### src/lpmd_pkg.sv
`timescale 1ns / 1ps

package lpmd_pkg;

  localparam logic [31:0] SIZE_FIELD_BYTES = 32'd4;
  localparam logic [31:0] MIN_MESSAGE_SIZE = 32'd7;
  localparam logic [31:0] MAX_SIZE_RESET   = 32'd8192;
  localparam int          SIZE_LOW_BYTES   = 3;

  localparam logic KIND_DATA  = 1'b0;
  localparam logic KIND_RESET = 1'b1;

  typedef enum logic [1:0] {
    PH_SIZE = 2'd0,
    PH_BODY = 2'd1,
    PH_DROP = 2'd2
  } phase_t;

  typedef enum logic [1:0] {
    ST_HEADER   = 2'd0,
    ST_BODY     = 2'd1,
    ST_BAD_SIZE = 2'd2,
    ST_ABORT    = 2'd3
  } status_t;

  typedef struct packed {
    logic       kind;
    logic [7:0] data_byte;
    logic       segment_end;
  } in_item_t;

  typedef struct packed {
    status_t     status;
    logic [7:0]  out_byte;
    logic        message_last;
    logic [31:0] message_length;
  } result_t;

endpackage

### src/lpmd_in_stage.sv
`timescale 1ns / 1ps

module lpmd_in_stage (
  input  logic              clk,
  input  logic              rst,
  input  logic              in_valid,
  output logic              in_ready,
  input  lpmd_pkg::in_item_t in_item,
  input  logic              advance,
  output logic              item_valid,
  output lpmd_pkg::in_item_t item
);
  import lpmd_pkg::*;

  assign in_ready = !item_valid || advance;

  always_ff @(posedge clk) begin
    if (rst) begin
      item_valid <= 1'b0;
    end else if (in_ready) begin
      item_valid <= in_valid;
    end
  end

  always_ff @(posedge clk) begin
    if (in_valid && in_ready) begin
      item <= in_item;
    end
  end

endmodule

### src/lpmd_engine.sv
`timescale 1ns / 1ps

module lpmd_engine (
  input  logic               clk,
  input  logic               rst,
  input  logic               cfg_we,
  input  logic [31:0]        cfg_wdata,
  input  logic               advance,
  input  lpmd_pkg::in_item_t item,
  output logic               result_valid,
  output lpmd_pkg::result_t  result
);
  import lpmd_pkg::*;

  logic [31:0] max_size;
  phase_t      phase;
  phase_t      phase_next;
  logic [31:0] byte_count;
  logic [31:0] byte_count_next;
  logic [31:0] expected_length;
  logic [31:0] expected_length_next;
  logic [7:0]  size_bytes [SIZE_LOW_BYTES];

  logic [31:0] count_inc;
  logic [31:0] size_word;
  logic        size_bad;
  logic        size_partial;
  logic        body_done;

  assign count_inc    = byte_count + 32'd1;
  assign size_word    = {item.data_byte, size_bytes[2], size_bytes[1], size_bytes[0]};
  assign size_bad     = (size_word < MIN_MESSAGE_SIZE) || (size_word > max_size);
  assign size_partial = byte_count < (SIZE_FIELD_BYTES - 32'd1);
  assign body_done    = count_inc >= expected_length;

  always_comb begin
    phase_next           = phase;
    byte_count_next      = byte_count;
    expected_length_next = expected_length;
    if (item.kind == KIND_RESET) begin
      phase_next           = PH_SIZE;
      byte_count_next      = 32'd0;
      expected_length_next = 32'd0;
    end else begin
      unique case (phase)
        PH_DROP: begin
          if (item.segment_end) begin
            phase_next = PH_SIZE;
          end
        end
        PH_BODY: begin
          if (body_done) begin
            phase_next           = PH_SIZE;
            byte_count_next      = 32'd0;
            expected_length_next = 32'd0;
          end else begin
            byte_count_next = count_inc;
          end
        end
        default: begin
          phase_next = PH_SIZE;
          if (size_partial) begin
            byte_count_next = count_inc;
          end else begin
            expected_length_next = size_word;
            if (size_bad) begin
              byte_count_next = 32'd0;
              phase_next      = item.segment_end ? PH_SIZE : PH_DROP;
            end else begin
              byte_count_next = SIZE_FIELD_BYTES;
              phase_next      = PH_BODY;
            end
          end
        end
      endcase
    end
  end

  always_comb begin
    result_valid = 1'b0;
    result       = '{status: ST_BODY, out_byte: 8'd0, message_last: 1'b0,
                     message_length: expected_length};
    if (item.kind == KIND_RESET) begin
      if (phase == PH_BODY) begin
        result_valid  = 1'b1;
        result.status = ST_ABORT;
      end
    end else begin
      unique case (phase)
        PH_DROP: begin
          result_valid = 1'b0;
        end
        PH_BODY: begin
          result_valid        = 1'b1;
          result.out_byte     = item.data_byte;
          result.message_last = body_done;
        end
        default: begin
          if (!size_partial) begin
            result_valid          = 1'b1;
            result.message_length = size_word;
            result.status         = size_bad ? ST_BAD_SIZE : ST_HEADER;
          end
        end
      endcase
    end
  end

  always_ff @(posedge clk) begin
    if (rst) begin
      max_size <= MAX_SIZE_RESET;
    end else if (cfg_we) begin
      max_size <= cfg_wdata;
    end
  end

  always_ff @(posedge clk) begin
    if (rst) begin
      phase           <= PH_SIZE;
      byte_count      <= 32'd0;
      expected_length <= 32'd0;
    end else if (advance) begin
      phase           <= phase_next;
      byte_count      <= byte_count_next;
      expected_length <= expected_length_next;
    end
  end

  // capture low size bytes while the size field is still partial
  always_ff @(posedge clk) begin
    if (advance && item.kind == KIND_DATA && phase != PH_BODY && phase != PH_DROP
        && size_partial) begin
      size_bytes[byte_count[1:0]] <= item.data_byte;
    end
  end

endmodule

### src/lpmd_out_stage.sv
`timescale 1ns / 1ps

module lpmd_out_stage (
  input  logic              clk,
  input  logic              rst,
  input  logic              load,
  input  lpmd_pkg::result_t result,
  input  logic              out_ready,
  output logic              out_valid,
  output lpmd_pkg::result_t out_result
);
  import lpmd_pkg::*;

  always_ff @(posedge clk) begin
    if (rst) begin
      out_valid <= 1'b0;
    end else if (load) begin
      out_valid <= 1'b1;
    end else if (out_ready) begin
      out_valid <= 1'b0;
    end
  end

  always_ff @(posedge clk) begin
    if (load) begin
      out_result <= result;
    end
  end

endmodule

### src/length_prefixed_message_deframer_core.sv
`timescale 1ns / 1ps
// Channel  | Direction | tdata                        | tuser      | tlast
// s_axis   | in        | data_byte                    | kind       | segment_end
// m_axis   | out       | out_byte, message_length     | status     | message_last
// cfg      | in        | cfg_wdata = max_message_size (cfg_we strobe)
//
// One request per cycle unless m_axis stalls. Requests are registered in the input
// stage, results in the output stage, with a single size/body counter in between.
// rst clears phase, counters and both stage valids; max_message_size returns to 8192.
// A stalled m_axis holds its result; s_axis keeps accepting while the input
// stage can hand its request to the engine.

module length_prefixed_message_deframer_core (
  input  logic        clk,
  input  logic        rst,
  input  logic        s_axis_tvalid,
  output logic        s_axis_tready,
  input  logic [7:0]  s_axis_tdata,  // [7:0] data_byte
  input  logic        s_axis_tuser,  // [0] kind
  input  logic        s_axis_tlast,
  output logic        m_axis_tvalid,
  input  logic        m_axis_tready,
  output logic [39:0] m_axis_tdata,  // [7:0] out_byte, [39:8] message_length
  output logic [1:0]  m_axis_tuser,  // [1:0] status
  output logic        m_axis_tlast,
  input  logic        cfg_we,
  input  logic [31:0] cfg_wdata
);
  import lpmd_pkg::*;

  in_item_t in_item;
  in_item_t item;
  logic     item_valid;
  logic     advance;
  logic     result_valid;
  result_t  result;
  result_t  out_result;

  assign in_item = '{kind: s_axis_tuser, data_byte: s_axis_tdata,
                     segment_end: s_axis_tlast};
  assign advance = item_valid && (!m_axis_tvalid || m_axis_tready);

  lpmd_in_stage u_in (
    .clk        (clk),
    .rst        (rst),
    .in_valid   (s_axis_tvalid),
    .in_ready   (s_axis_tready),
    .in_item    (in_item),
    .advance    (advance),
    .item_valid (item_valid),
    .item       (item)
  );

  lpmd_engine u_engine (
    .clk          (clk),
    .rst          (rst),
    .cfg_we       (cfg_we),
    .cfg_wdata    (cfg_wdata),
    .advance      (advance),
    .item         (item),
    .result_valid (result_valid),
    .result       (result)
  );

  lpmd_out_stage u_out (
    .clk        (clk),
    .rst        (rst),
    .load       (advance && result_valid),
    .result     (result),
    .out_ready  (m_axis_tready),
    .out_valid  (m_axis_tvalid),
    .out_result (out_result)
  );

  assign m_axis_tdata = {out_result.message_length, out_result.out_byte};
  assign m_axis_tuser = out_result.status;
  assign m_axis_tlast = out_result.message_last;

endmodule

### config.mk
export PLATFORM = sky130hd
export DESIGN_NAME = length_prefixed_message_deframer_core
export DESIGN_NICKNAME = d
export VERILOG_FILES = /design/src/lpmd_pkg.sv /design/src/lpmd_in_stage.sv /design/src/lpmd_engine.sv /design/src/lpmd_out_stage.sv /design/src/length_prefixed_message_deframer_core.sv
export SDC_FILE = /design/constraint.sdc
export NUM_CORES = 1
export LEC_CHECK = 0
export BUFFER_PORTS_ARGS = -buffer_cell sky130_fd_sc_hd__buf_2
export CAP_MARGIN = 20
export CELL_PAD_IN_SITES_DETAIL_PLACEMENT = 1
export CELL_PAD_IN_SITES_GLOBAL_PLACEMENT = 2
export CORE_AREA = 2 2 148 150
export CTS_CLUSTER_DIAMETER = 80
export DETAILED_ROUTE_END_ITERATION = 8
export DIE_AREA = 0 0 150 152
export GPL_ROUTABILITY_DRIVEN = 1
export PLACE_DENSITY = 0.86
export SLEW_MARGIN = 10
export SYNTH_ARGS = -nofsm -noshare
export SYNTH_HDL_FRONTEND = slang
export SYNTH_SLANG_ARGS = --single-unit
### constraint.sdc
create_clock -name clk -period 6.15 [get_ports clk]
set_input_delay 0.9225 -clock clk [delete_from_list [all_inputs] [get_ports clk]]
set_output_delay 0.9225 -clock clk [all_outputs]
set_load 0.005 [all_outputs]
Word level (Yosys, flattened, before mapping)
Memories as Yosys holds them, arrays and structs flattened.
Index checks and enable logic that the tools add are counted.
{"block": "totals", "n_memories": 1, "mem_bits_rw": 24, "latch_bits": 0, "mem_bits_ro": 0, "out_inout_bits": 45, "reg_bits": 153}
{"name": "u_engine.size_bytes", "depth": 3, "width": 8, "read_ports": 3, "rd_clocked_by_memory_dff": 0, "wr": 1, "line": "lpmd_engine.sv:22", "text": "logic [7:0] size_bytes [SIZE_LOW_BYTES];"}
{"block": "classes", "n_lt_le_gt_ge": 4, "n_reduce_logical": 18, "bitwise_logic": 2, "multipliers": 0, "n_addsub": 1, "n_eq_ne": 7, "div": 0, "n_mux": 31, "n_shift": 0}
{"operator": "32-bit 2-to-1 mux", "n": 8}
{"operator": "32-bit case mux with 2 select lines", "n": 2}
{"operator": "32-bit by 1-bit adder with 32-bit output (second input constant)", "n": 1}
{"operator": "32-bit >= comparator", "n": 1}
{"operator": "32-bit greater-than comparator", "n": 1}
{"operator": "32-bit by 2-bit less-than comparator with 1-bit output (second input constant)", "n": 1}
{"operator": "32-bit by 3-bit less-than comparator with 1-bit output (second input constant)", "n": 1}
{"operator": "2-bit 2-to-1 mux", "n": 11}
{"operator": "1-bit logical AND", "n": 7}
{"operator": "1-bit 2-to-1 mux", "n": 7}
{"operator": "3-bit AND reduction", "n": 2}
{"operator": "2-bit inequality test (second input constant)", "n": 2}
{"operator": "2-bit case mux with 2 select lines", "n": 1}
{"operator": "2-bit OR reduction", "n": 2}
{"operator": "1-bit logical OR", "n": 3}
{"operator": "3-bit 2-to-1 mux", "n": 1}
{"operator": "3-bit by 2-bit inequality test with 1-bit output (second input constant)", "n": 1}
{"operator": "3-bit inequality test (second input constant)", "n": 1}
{"operator": "2-bit by 1-bit == test with 1-bit output (second input constant)", "n": 1}
{"operator": "2-bit == test (second input constant)", "n": 1}
{"operator": "1-bit zero test", "n": 2}
{"operator": "2-bit by 1-bit inequality test with 1-bit output (second input constant)", "n": 1}
{"operator": "1-bit inverter", "n": 2}
{"operator": "1-bit case mux with 2 select lines", "n": 1}
{"operator": "2 further kinds", "n": 2}

Longest topological paths before layout
{"block": "logic_depth", "word_depth": 9, "mapped_depth": 18}

Modules after synthesis
Synthesis repeated with hierarchy kept, for this count alone.
{"block": "hier_totals", "hier_cells": 834, "area_unflattened_um2": 8994.9}
{"module": "lpmd_engine", "area_per_inst_um2": 7290.7, "cells_per_inst": 769, "n_inst": 1}
{"module": "lpmd_out_stage", "area_per_inst_um2": 1330.0, "cells_per_inst": 47, "n_inst": 1}
{"module": "lpmd_in_stage", "area_per_inst_um2": 355.3, "cells_per_inst": 15, "n_inst": 1}
{"module": "length_prefixed_message_deframer_core", "area_per_inst_um2": 18.8, "cells_per_inst": 3, "n_inst": 1}

Least setup slack after synthesis
Ideal clock, no wire load.
{"block": "synth_timing", "kind": "flip-flop to flip-flop", "startpoint": "register u_engine.byte_count[0]", "endpoint": "register u_out.out_result[0] (netlist name)", "slack_ps": 2043, "arrival_time_ps": 3650, "n_path_buf": 2, "path_stages_with_launch": 9, "t_required_ps": 5692, "period_less_slack_ps": 4107, "cell_sequence": "dfxtp_1 > ha_1 > nor4_1 > nand4_1 > nor2_1 > or3_1 > buf_4 > buf_4 > a21oi_1"}
{"block": "synth_via", "elab_chain_cells": 5}
{"element": "start, declared", "line": "lpmd_engine.sv:18", "text": "logic [31:0] byte_count;"}
{"element": "start signal, assigned", "line": "lpmd_engine.sv:124", "text": "byte_count <= byte_count_next;"}
{"element": "32-bit by 2-bit less-than comparator with 1-bit output", "line": "lpmd_engine.sv:33", "text": "assign size_partial = byte_count < (SIZE_FIELD_BYTES - 32'd1);"}
{"element": "1-bit 2-to-1 mux", "line": "lpmd_engine.sv:99", "text": "if (!size_partial) begin"}
{"element": "1-bit case mux with 2 select lines", "line": "lpmd_engine.sv:89", "text": "unique case (phase)"}
{"element": "1-bit 2-to-1 mux", "line": "lpmd_engine.sv:83", "text": "if (item.kind == KIND_RESET) begin"}
{"element": "1-bit logical AND", "line": "length_prefixed_message_deframer_core.sv:68", "text": ".load (advance && result_valid),"}
{"element": "via u_out.load", "line": "lpmd_out_stage.sv:6", "text": "input logic load,"}
The timed path passes the listed nets, and every way through them passes these cells.
A chain may end at the register's enable or synchronous reset.

Worst setup path in the final report
{"block": "layout_timing", "startpoint": "register u_engine.byte_count[0]", "endpoint": "register u_engine.byte_count[13]"}
{"block": "layout_via", "elab_chain_cells": 5, "word_cells_on_any_way": 7, "classes_between": "1 x add/sub; 2 x order compare; 4 x mux"}
{"element": "32-bit by 1-bit adder with 32-bit output", "line": "lpmd_engine.sv:30", "text": "assign count_inc = byte_count + 32'd1;"}
{"element": "32-bit >= comparator", "line": "lpmd_engine.sv:34", "text": "assign body_done = count_inc >= expected_length;"}
{"element": "32-bit 2-to-1 mux", "line": "lpmd_engine.sv:52", "text": "if (body_done) begin"}
{"element": "32-bit case mux with 2 select lines (*)", "line": "lpmd_engine.sv:45", "text": "unique case (phase)"}
{"element": "32-bit 2-to-1 mux (*)", "line": "lpmd_engine.sv:40", "text": "if (item.kind == KIND_RESET) begin"}
Every way passes the cells marked *; elsewhere a longest branch is shown, timed or not.

==> results.md <==
- Outcome: finished clean
- PortBufs: just over 90
- CTS tree: built
- Adder-Cell Fraction of Synth Area: 0.100
- Post-Syn Instances: ~800
- Yosys warns: 0
- Setup Skew: approximately 0.015 ns
- Flip-flop and latch count after synthesis: 177
- Most frequent cell after synthesis: dfxtp_1
- Async S/R FF share, synth: 0
- Via Count: 6451
- Final setup violating endpoints: 0
- Actual slew at the worst max-slew pin: approximately 1 ns
- Die ar.: ~23000 um2
- Power Density: about 250 nW/um2
- Area leader, netlist: edfxtp_1
- Cell Chain, Critical Path: ha_1 > and2_1 > and4_1 > nand3_2 > nor2_1 > and3_1 > xor2_1 > ha_1 > nand4_1 > nor2_1 > o221ai_1 > nand3_1 > o21ai_4 > and2_1 > a22o_1
- Post-Syn Area per Cell: 11.0 um2
- Core Area: approximately 21000 um2
- Worst path max stage delay: about 0.71 ns
- Post-DP HPWL: ~17 mm
- Hold_ws: roughly 0.5 ns
- Worst Reg-to-Reg Cells: 15
- Vias per inst: between 5 and 6
- Fillers: around 2400
- Design area: slightly above 10000 um2
- Total wire length: around 23 mm
- Setup CP Type: register to register
- Cts-stage hold buffer count: 0
- Reg-to-Reg End: u_engine.byte_count[13]$_SDFFE_PP0P_
- Flop-to-flop setup slack: approximately 1.5 ns
- Number of synthesized flops with an enable pin: between 70 and 80
- Total CTS buffers: 17
- Setup TNS Final: 0 ns
- Crit share post-route: 0.754
- Share of layout cells above drive strength 1: 0.192
- Area after DPL: 9460 um2
- Element type at the critical path start: register
- Slowest CP cell: and2_1
- Sequential-to-total area share from yosys stat: 0.493
- Global-route wire length before repair: around 37 mm
- 1st-iter DRT viols: between 400 and 500
- Net Count, Synth: between 900 and 1000
- Post-DRT Antenna Nets: 0
- Hold path cells: 2
- Reg area: between 4000 and 5000 um2
- Clk buf depth: 2
- Dpl ws: between 1.5 and 2 ns
- Commonest cells post-synth: 100 x dfxtp_1, 77 x edfxtp_1, 73 x inv_1
- Row cnt: 54
- Die Y: about 150 um
- Max cap viols: 0
- FMAX: about 0.22 GHz
- # nets final: approximately 1000
- Residual DRC count: 0
- Worst-path clk slew: roughly 0.07 ns
- Synth Area in Simple Gates: 0.124
- Cts repair resizes: 0
- Area contributors post-synth: edfxtp_1 26%, dfxtp_1 23%, ha_1 10%, a22o_1 5.0%, mux2i_1 4.9%
- Setup Fix Bufs, Post-CTS: 0
- PnR worst setup slack: about 1.5 ns
- Synth top area share: 0.264
- Drt wl/cell: about 20 um
- Initial core utilization: 0.410
- Mux share of post-synthesis cell area: 0.0890
- Max-slew violations: 0
- Max-Slew Margin vs Limit: 0.349
- Pin count of the biggest net entering global routing: 51
- Vias in the first global route: between 6000 and 7000
- Top FF cell, synth: dfxtp_1
- Worst EP required: between 6 and 7 ns
- Placed Cells: 1143
- Hold worst-path end: u_engine.max_size[7]$_SDFFE_PP0P_
- Non-Filler Instances: around 1200
- Mapped Area: ~8800 um2
- Fin. Hold Viols: 0
- Pleak: 4.10 nW
- CTS root buf: clkbuf_16
- Clock period minus worst slack: approximately 4.6 ns
- Worst Hold Launch: u_engine.max_size[7]$_SDFFE_PP0P_
- Initial antenna violation count: 0
- Hold Path Class: register to register
- All-Layer GR Usage: 0.211
- Diode count: 0
- Main combinational cell family by area after synthesis: simple AND/OR/NAND/NOR gates
- Area added between synthesis and finish: 14.8%
- Worst path bufs/invs: 0
- IO Pins: slightly above 90
- WP data arrival: around 5 ns
- Yosys cell types: 54
- Synth Area in Compound Gates: 0.114
- VDD IR max: around 0.00016 V
- XOR/XNOR Fraction of Synth Area: 0.0300
- Clock sinks: roughly 180
- Reg2reg start: u_engine.byte_count[0]$_SDFFE_PP0P_
- Crit end category: register
- RSZ-0062 raised after global routing: no
- DIE WIDTH: around 150 um
- GP Congestion: approximately 0.84
- Worst skew pair latency: between 0.4 and 0.5 ns
- DR pass1 iterations: 5
- GRT Residual Overflow: 0
- Largest delay share family, worst path: simple AND/OR/NAND/NOR gates
- Maximum fanout along the worst path: 27
- H-tree Lvls: 4
- Area taken by multi-input logic gates: 4020 um2
-- worst min-delay path: stages (launching register included) --
cell and delay, ns:
dfxtp_1 0.33, mux2i_1 0.07, nor2_1 0.07
-- layout by cell type, fill, tap and decap left out, types with 3 or more instances in the layout --
cell type	count
mux2_2	31
nand2_1	28
nor3_1	8
a31oi_1	5
mux2i_1	43
inv_1	73
inv_6	6
buf_2	91
nor4_1	17
xor2_1	20
nor2b_1	5
and2_1	16
ha_1	70
nand4_1	20
and3_1	15
clkinv_4	3
o211ai_1	6
a21o_1	6
nor2_1	59
o21ai_1	3
a22o_1	50
xnor2_1	10
dfxtp_1	100
buf_4	6
edfxtp_1	77
nand3_1	21
o21ai_0	10
and4_1	4
a21oi_1	36
clkbuf_16	17
-- stage by stage --
step | utilization | power (mW)
finish | 0.471 | 2.48
global route | 0.471 | 2.57
CTS | 0.471 | 2.51
detailed placement | 0.443 | 1.41
global placement | 0.443 | 1.41
floorplan | - | 1.36
-- registers in the layout, summed over array words and instances, names as in the netlist --
name,count
u_engine.byte_count,32
u_engine.expected_length,32
u_engine.max_size,32
u_engine.phase,2
u_engine.size_bytes,24
u_in.item,10
u_in.item_valid,1
u_out.out_result,43
u_out.out_valid,1
-- how the worst max path moves through the flow --
stage / start / to / slack [ns] / depth (start not counted)
2_1_floorplan: u_engine.byte_count[0]$_SDFFE_PP0P_ / u_out.out_result[0]$_DFFE_PP_ / 2.04 / 8
3_3_place_gp: u_engine.byte_count[0]$_SDFFE_PP0P_ / u_engine.byte_count[17]$_SDFFE_PP0P_ / 1.62 / 15
3_5_place_dp: u_engine.byte_count[0]$_SDFFE_PP0P_ / u_engine.byte_count[17]$_SDFFE_PP0P_ / 1.55 / 15
4_1_cts: u_engine.byte_count[0]$_SDFFE_PP0P_ / u_engine.byte_count[13]$_SDFFE_PP0P_ / 1.50 / 15
5_1_grt: u_engine.byte_count[0]$_SDFFE_PP0P_ / u_engine.byte_count[12]$_SDFFE_PP0P_ / 1.13 / 15
6_report: u_engine.byte_count[0]$_SDFFE_PP0P_ / u_engine.byte_count[13]$_SDFFE_PP0P_ / 1.51 / 15
-- report_power, final --
group          internal (mW)  switching [mW]
Combinational         0.0511          0.0736
Clock                  0.581           0.518
Sequential              1.24          0.0219
-- layout make-up --
class                   instances  share of cell area
multi-input cells             516               0.400
clock buffers                  18              0.0427
well taps                     280              0.0348
clock inverters                14              0.0163
flip-flops and latches        177               0.429
repair buffers                 97              0.0498
inverters                      73              0.0273
-- per-layer routing --
layer / part of all wire / GRT usage / vias to the layer above
li1: - / - / 3083
met1: 0.46 / 0.289 / 3213
met2: 0.49 / 0.345 / 132
met3: 0.035 / 0.0384 / 23
met4: 0.017 / 0.0562 / 0
met5: 0 / 0 / -
-- logic make-up (layout without fill, tap and decap cells) --
group           Yosys count  in the layout
compound gates          135            135
simple gates            207            207
flops                   177            177
buf+inv                 104            202
fa+ha+maj                70             70
xor+xnor                 30             30
mux                      74             74
Note: power is estimated with default switching activity, not from simulation.
